$ cat src/rtl/core/rqr_pkg.sv
// ----------------------------------------------------------------------------
// rqr_pkg
// shared types and constants for the ready queue with removal
// ----------------------------------------------------------------------------
package rqr_pkg;

  localparam int MaxIdsDefault = 64;
  localparam int IdW           = 6;
  localparam int CntW          = 7;
  localparam int IdSpace       = 1 << IdW;

  typedef enum logic [1:0] {
    CMD_PUSH   = 2'd0,
    CMD_POP    = 2'd1,
    CMD_REMOVE = 2'd2
  } cmd_e;

  typedef struct packed {
    logic load;
    logic exec;
  } ctl_t;

  typedef struct packed {
    logic out_free;
  } sts_t;

endpackage

$ cat src/rtl/core/rqr_ctrl.sv
// ----------------------------------------------------------------------------
// rqr_ctrl
// sequencer: takes a command, then runs the link update once the result slot is free
// ----------------------------------------------------------------------------
module rqr_ctrl (
  input  logic          clk_i,
  input  logic          rst_ni,
  input  logic          in_valid_i,
  output logic          in_stall_o,
  input  rqr_pkg::sts_t sts_i,
  output rqr_pkg::ctl_t ctl_o
);

  typedef enum logic [1:0] {
    ST_IDLE = 2'b01,
    ST_EXEC = 2'b10
  } state_e;

  state_e state_q, state_d;

  always_comb begin
    state_d    = state_q;
    ctl_o.load = 1'b0;
    ctl_o.exec = 1'b0;
    in_stall_o = 1'b1;
    unique case (state_q)
      ST_IDLE: begin
        in_stall_o = 1'b0;
        if (in_valid_i) begin
          ctl_o.load = 1'b1;
          state_d    = ST_EXEC;
        end
      end
      ST_EXEC: begin
        if (sts_i.out_free) begin
          ctl_o.exec = 1'b1;
          state_d    = ST_IDLE;
        end
      end
      default: begin
        state_d = ST_IDLE;
      end
    endcase
  end

  always_ff @(posedge clk_i or negedge rst_ni) begin
    if (!rst_ni) begin
      state_q <= ST_IDLE;
    end else begin
      state_q <= state_d;
    end
  end

endmodule

$ cat src/rtl/core/rqr_datapath.sv
// ----------------------------------------------------------------------------
// rqr_datapath
// link memories, queued marks, head/tail/count and the result register
// ----------------------------------------------------------------------------
module rqr_datapath #(
  parameter int MAX_IDS = rqr_pkg::MaxIdsDefault
) (
  input  logic                     clk_i,
  input  logic                     rst_ni,
  input  rqr_pkg::ctl_t            ctl_i,
  output rqr_pkg::sts_t            sts_o,
  input  logic [1:0]               command_i,
  input  logic [rqr_pkg::IdW-1:0]  task_id_i,
  output logic                     out_valid_o,
  input  logic                     out_stall_i,
  output logic [rqr_pkg::IdW-1:0]  result_id_o,
  output logic                     ok_o,
  output logic [rqr_pkg::CntW-1:0] queued_count_o,
  output logic                     is_empty_o
);

  localparam int IdW      = rqr_pkg::IdW;
  localparam int CntW     = rqr_pkg::CntW;
  localparam int NumSlots = (MAX_IDS < rqr_pkg::IdSpace) ? MAX_IDS : rqr_pkg::IdSpace;
  localparam int IdxW     = (NumSlots > 1) ? $clog2(NumSlots) : 1;
  localparam logic [IdW:0] SlotLim = (IdW + 1)'(NumSlots);

  logic [IdW-1:0]      next_mem [NumSlots];
  logic [IdW-1:0]      prev_mem [NumSlots];
  logic [NumSlots-1:0] mark_q, mark_d;
  logic [IdW-1:0]      head_q, head_d, tail_q, tail_d;
  logic [CntW-1:0]     count_q, count_d;
  logic [1:0]          cmd_q;
  logic [IdW-1:0]      id_q;
  logic [IdW-1:0]      next_rd_q, prev_rd_q;
  logic [IdW-1:0]      rd_id;

  logic                out_valid_q;
  logic [IdW-1:0]      rid_q, rid_d;
  logic                ok_q, ok_d;
  logic [CntW-1:0]     cnt_out_q;
  logic                empty_q;

  logic                next_we, prev_we;
  logic [IdxW-1:0]     next_wa, prev_wa;
  logic [IdW-1:0]      next_wd, prev_wd;

  logic                id_ok, do_push, do_unlink;
  logic [IdW-1:0]      uid;

  assign sts_o.out_free = !out_valid_q || !out_stall_i;
  assign rd_id = (command_i == rqr_pkg::CMD_POP) ? head_q : task_id_i;

  // command latch and link read
  always_ff @(posedge clk_i) begin
    if (ctl_i.load) begin
      cmd_q     <= command_i;
      id_q      <= task_id_i;
      next_rd_q <= next_mem[rd_id[IdxW-1:0]];
      prev_rd_q <= prev_mem[rd_id[IdxW-1:0]];
    end
  end

  always_ff @(posedge clk_i) begin
    if (next_we) begin
      next_mem[next_wa] <= next_wd;
    end
    if (prev_we) begin
      prev_mem[prev_wa] <= prev_wd;
    end
  end

  assign id_ok     = {1'b0, id_q} < SlotLim;
  assign uid       = (cmd_q == rqr_pkg::CMD_POP) ? head_q : id_q;
  assign do_push   = (cmd_q == rqr_pkg::CMD_PUSH) && id_ok && !mark_q[id_q[IdxW-1:0]];
  assign do_unlink = ((cmd_q == rqr_pkg::CMD_POP) && (count_q != '0)) ||
                     ((cmd_q == rqr_pkg::CMD_REMOVE) && id_ok && mark_q[id_q[IdxW-1:0]]);

  always_comb begin
    head_d  = head_q;
    tail_d  = tail_q;
    count_d = count_q;
    mark_d  = mark_q;
    next_we = 1'b0;
    prev_we = 1'b0;
    next_wa = tail_q[IdxW-1:0];
    prev_wa = id_q[IdxW-1:0];
    next_wd = id_q;
    prev_wd = tail_q;
    rid_d   = '0;
    ok_d    = 1'b0;
    if (ctl_i.exec && do_push) begin
      if (count_q == '0) begin
        head_d = id_q;
      end else begin
        next_we = 1'b1;
        prev_we = 1'b1;
      end
      tail_d                 = id_q;
      mark_d[id_q[IdxW-1:0]] = 1'b1;
      count_d                = count_q + CntW'(1);
      rid_d                  = id_q;
      ok_d                   = 1'b1;
    end else if (ctl_i.exec && do_unlink) begin
      if (uid == head_q) begin
        head_d = next_rd_q;
      end else begin
        next_we = 1'b1;
        next_wa = prev_rd_q[IdxW-1:0];
        next_wd = next_rd_q;
      end
      if (uid == tail_q) begin
        tail_d = prev_rd_q;
      end else begin
        prev_we = 1'b1;
        prev_wa = next_rd_q[IdxW-1:0];
        prev_wd = prev_rd_q;
      end
      mark_d[uid[IdxW-1:0]] = 1'b0;
      count_d               = count_q - CntW'(1);
      if (count_d == '0) begin
        head_d = '0;
        tail_d = '0;
      end
      rid_d = uid;
      ok_d  = 1'b1;
    end
  end

  always_ff @(posedge clk_i or negedge rst_ni) begin
    if (!rst_ni) begin
      mark_q      <= '0;
      head_q      <= '0;
      tail_q      <= '0;
      count_q     <= '0;
      out_valid_q <= 1'b0;
    end else begin
      mark_q  <= mark_d;
      head_q  <= head_d;
      tail_q  <= tail_d;
      count_q <= count_d;
      if (ctl_i.exec) begin
        out_valid_q <= 1'b1;
      end else if (!out_stall_i) begin
        out_valid_q <= 1'b0;
      end
    end
  end

  // result register
  always_ff @(posedge clk_i) begin
    if (ctl_i.exec) begin
      rid_q     <= rid_d;
      ok_q      <= ok_d;
      cnt_out_q <= count_d;
      empty_q   <= (count_d == '0);
    end
  end

  assign out_valid_o    = out_valid_q;
  assign result_id_o    = rid_q;
  assign ok_o           = ok_q;
  assign queued_count_o = cnt_out_q;
  assign is_empty_o     = empty_q;

endmodule

$ cat src/rtl/core/ready_queue_with_removal_top.sv
// ----------------------------------------------------------------------------
// ready_queue_with_removal_top
// doubly linked ready queue of task ids with push, pop and remove by id
// ----------------------------------------------------------------------------
// an input transfer latches the command and reads the link memories; the link update
//   then loads the result register once the result slot is free, and no new command
//   is taken until that update is done, as the link memory read is registered first
// reset: head, tail, count, queued marks and output valid clear at once;
//   link memories are not reset and are written before they are read
module ready_queue_with_removal_top #(
  parameter int MAX_IDS = rqr_pkg::MaxIdsDefault
) (
  input  logic                     clk_i,
  input  logic                     rst_ni,
  input  logic                     in_valid_i,
  output logic                     in_stall_o,
  input  logic [1:0]               command_i,
  input  logic [rqr_pkg::IdW-1:0]  task_id_i,
  output logic                     out_valid_o,
  input  logic                     out_stall_i,
  output logic [rqr_pkg::IdW-1:0]  result_id_o,
  output logic                     ok_o,
  output logic [rqr_pkg::CntW-1:0] queued_count_o,
  output logic                     is_empty_o
);

  rqr_pkg::ctl_t ctl;
  rqr_pkg::sts_t sts;

  rqr_ctrl u_ctrl (
    .clk_i      (clk_i),
    .rst_ni     (rst_ni),
    .in_valid_i (in_valid_i),
    .in_stall_o (in_stall_o),
    .sts_i      (sts),
    .ctl_o      (ctl)
  );

  rqr_datapath #(
    .MAX_IDS (MAX_IDS)
  ) u_datapath (
    .clk_i          (clk_i),
    .rst_ni         (rst_ni),
    .ctl_i          (ctl),
    .sts_o          (sts),
    .command_i      (command_i),
    .task_id_i      (task_id_i),
    .out_valid_o    (out_valid_o),
    .out_stall_i    (out_stall_i),
    .result_id_o    (result_id_o),
    .ok_o           (ok_o),
    .queued_count_o (queued_count_o),
    .is_empty_o     (is_empty_o)
  );

endmodule

$ cat config.mk
export PLATFORM = sky130hd
export DESIGN_NAME = ready_queue_with_removal_top
export DESIGN_NICKNAME = d
export VERILOG_FILES = /design/src/rtl/core/rqr_pkg.sv /design/src/rtl/core/rqr_ctrl.sv /design/src/rtl/core/rqr_datapath.sv /design/src/rtl/core/ready_queue_with_removal_top.sv
export SDC_FILE = /design/constraint.sdc
export NUM_CORES = 1
export LEC_CHECK = 0
export ABC_AREA = 1
export BUFFER_PORTS_ARGS = -buffer_cell sky130_fd_sc_hd__clkbuf_2
export CAP_MARGIN = 20
export CORE_AREA = 2 2 390 199
export DETAILED_ROUTE_END_ITERATION = 8
export DIE_AREA = 0 0 392 201
export GPL_ROUTABILITY_DRIVEN = 0
export PLACE_DENSITY = 0.67
export SLEW_MARGIN = 10
export SYNTH_ARGS = -nofsm -noshare
export SYNTH_HDL_FRONTEND = slang
export SYNTH_SLANG_ARGS = --single-unit
$ cat constraint.sdc
create_clock -name clk_i -period 6.97 [get_ports clk_i]
set_clock_uncertainty 0.15 [all_clocks]
set_input_delay 0.697 -clock clk_i [delete_from_list [all_inputs] [get_ports clk_i]]
set_output_delay 0.697 -clock clk_i [all_outputs]
set_load 0.05 [all_outputs]
==> metrics.csv <==
stage,metric,value,unit
sta,max_slew headroom,22.1,%
clock_network,Max Root-Sink Buffers,3,
cells_and_area,Fill cells,6301,
clock_network,post-CTS setup buffers,0,
cells_and_area,multi-input logic area,9890,um2
detailed_routing,1st-pass router iterations,6,
clock_network,Worst-path clk slew,0.07,ns
floorplanning,Starting Density,49.2,%
power_and_ir_drop,maximum VDD drop,0.242,mV
grt,initial antenna violation count,0,
min_path,class of the most critical hold timing path,in2reg,
detailed_routing,wire per inst,24.7,um
synth,"Cell Area, Synth",37300,um2
sta,Slew @ Worst Pin,1.16,ns
worst_setup_path,required time worst endpoint,7.11,ns
detailed_routing,total wire length,103000,um
floorplanning,Top-Level Pins,29,
detailed_routing,DRC viols,0,
grt,largest net degree at the start of global routing,217,
sta,RSZ-0062 raised after global routing,false,
clock_network,TritonCTS clock tree,done,
clock_network,cts repair resizes,0,
clock_network,Sink Count,889,
detailed_routing,vias per cell,6.25,
grt,vias in the first global route,24200,
worst_setup_path,crit path DAT,5.29,ns
clock_network,worst skew pair latency,0.67,ns
sta,Max Slew Vio Count,0,
synth,Post-Syn Instances,3143,
floorplanning,die height,201,um
synth,register area share after synthesis,70.3,%
detailed_routing,met1 WL,46400,um
synth,Syn Nets,3159,
cells_and_area,n_diodes,0,
worst_setup_path,worst-path fanout max,35,
worst_setup_path,CP Class,reg2reg,
clock_network,H-tree depth,3,
grt,global-route wire length before repair,155000,um
cells_and_area,"commonest non-fill, non-tap cells in the layout","edfxtp_1 (803), nor2_1 (567), o21ai_0 (410), nand2_1 (227)",
sta,Period minus WS final,5.15,ns
worst_setup_path,kind of end point of the critical path,register,
detailed_routing,WL met3,15000,um
detailed_routing,highest routed layer,met4,
cells_and_area,"most common cell after layout, fill and taps aside",edfxtp_1,
cells_and_area,# nets final,3111,
cells_and_area,layout cells sized above 1,8.76,%
sta,final hold vios,0,
sta,post-route setup TNS,0,ns
floorplanning,FP Rows,72,
synth,Synth cell types,43,
cells_and_area,P&R area growth vs syn,9.84,%
synth,post-synthesis register bit count,889,
floorplanning,Die Span X,392,um
floorplanning,Placeable Area,75900,um2
sta,fin crit share,73.9,%
clock_network,CTS Root Buffer Type,clkbuf_16,
placed_design,hpwl dp,64500,um
floorplanning,full die area,78800,um2
job,Max Cap Viol,0,
grt,total track usage,26.1,%
placed_design,count of input and output buffers,28,
grt,grt total ovfl,0,
synth,Syn Area/Cell,11.9,um2
detailed_routing,DR vias,26200,
sta,number of setup violations in the final report,0,
sta,Peak Freq,194,MHz
worst_setup_path,CP Launch Type,register,
cells_and_area,Seq. cell area,26300,um2
power_and_ir_drop,Pleak,13.5,nW
run_status,outcome,"complete, no violations",
detailed_routing,Routed met2 length,40300,um
detailed_routing,Iteration-0 DRC Markers,4359,
power_and_ir_drop,PwrDens,318,nW/um2
synth,Yosys Warn Count,0,
clock_network,CTS Buf Count,77,
detailed_routing,post-route ant nets,0,
sta,WHS,0.0835,ns
==> final timing paths <==
check                                         startpoint                              endpoint  slack [ns]  depth (start not counted)
max                         u_datapath.id_q[0]$_DFFE_PP_  u_datapath.next_mem[15][0]$_DFFE_PP_        1.82                         16
min in group asynchronous                         rst_ni     u_datapath.mark_q[30]$_DFFE_PN0P_        0.30                          2
min                                         command_i[0]         u_datapath.cmd_q[0]$_DFFE_PP_        0.08                          1
max reg2reg                 u_datapath.id_q[0]$_DFFE_PP_  u_datapath.next_mem[15][0]$_DFFE_PP_        1.82                         16
min reg2reg                u_ctrl.state_q[1]$_DFFE_PN0P_         u_ctrl.state_q[0]$_DFFE_PN1P_        0.34                          1
max in group asynchronous                         rst_ni     u_datapath.mark_q[13]$_DFFE_PN0P_        5.17                          3
==> repair_timing <==
action                                 in CTS  in global routing
setup endpoints to repair                   0                  0
endpoints found under the hold margin      18                  0
hold buffers                                1                  0
==> flip-flops by register name, indices dropped and copies added, names as in the netlist, 7 cells and up <==
register / count
u_datapath.queued_count_o: 7
u_datapath.mark_q: 64
u_datapath.count_q: 7
u_datapath.next_mem: 384
u_datapath.prev_mem: 384
==> power breakdown <==
group | switching [mW] | internal (mW) | total (mW)
clock | 1.95 | 2.35 | 4.30
sequential | 0.0986 | 6.25 | 6.35
combinational | 1.85 | 0.530 | 2.38
==> layer usage <==
| metal | up-vias | global-route usage (%) |
|---|---|---|
| met5 | - | 0 |
| met4 | 0 | 5.36 |
| met3 | 161 | 9.21 |
| li1 | 11400 | - |
| met1 | 12800 | 42.6 |
| met2 | 1757 | 32.7 |
==> layout make-up <==
class,instances,area share [%]
flip-flops and latches,889,64.0
clock inverters,34,0.958
repair buffers,69,1.32
well taps,1036,3.16
inverters,150,1.40
multi-input cells,1908,24.1
clock buffers,101,5.02
==> kinds of logic after synthesis <==
kind of cell               count (synthesis)  synth area share, %
xor gates and xnor gates                  12                0.281
buffers and inverters                    346                 3.68
adders and majority gates                  4                0.134
AOI/OAI and AO/OA                        883                 14.1
and+or+nand+nor                         1009                 11.5
DFF                                      889                 70.3
==> per-stage QoR <==
step | cell area, um2 | utilization (%) | instances | power (mW) | setup slack [ns]
after global routing | 41000 | 54.1 | 4187 | 13.5 | 1.52
final | 41000 | 54.1 | 4187 | 13.0 | 1.82
after CTS | 41000 | 54.0 | 4185 | 13.0 | 2.06
after global placement | 38500 | 50.8 | 4048 | 8.71 | 2.22
after floorplan | 37300 | - | 3143 | 7.88 | 1.64
after detailed placement | 38500 | 50.8 | 4049 | 8.76 | 2.05
==> synth_stat cells (all sizes together) <==
| cell | instances | share of area (%) |
|---|---|---|
| xor2 | 11 | 0.26 |
| edfxtp | 803 | 65 |
| a41oi | 2 | 0.047 |
| ha | 4 | 0.13 |
| dfstp | 1 | 0.070 |
| nand3 | 148 | 2.2 |
| or2 | 3 | 0.050 |
| clkbuf | 171 | 1.7 |
| nor4 | 1 | 0.017 |
| inv | 148 | 1.5 |
| a31oi | 63 | 1.1 |
| o221ai | 94 | 2.2 |
| nor2 | 581 | 6.0 |
| o211ai | 95 | 1.9 |
| clkinv | 2 | 0.020 |
| o21a | 1 | 0.020 |
| nand2 | 243 | 2.6 |
| o22ai | 94 | 1.6 |
| o21ai | 452 | 6.2 |
| xnor2 | 1 | 0.023 |
| and3 | 1 | 0.017 |
| buf | 25 | 0.45 |
| a21oi | 82 | 1.1 |
| nand4 | 10 | 0.17 |
| nor3 | 22 | 0.46 |
| dfrtp | 85 | 5.7 |
==> worst max-delay path, stage by stage (launching register included) <==
cell,delay [ns]
edfxtp_1,0.89
inv_4,0.35
nand2_1,0.15
nand3_1,0.07
nand2_1,0.11
o21ai_1,0.13
nand2_1,0.14
nor2_1,0.07
nand2_2,0.09
nand2_1,0.07
nand2_2,0.10
nand2_4,0.26
nor2_8,0.53
nand2_1,0.10
o21ai_1,0.54
nand3_2,0.47
nor2_1,0.55
No activity file was read; power rests on OpenSTA's default activity.
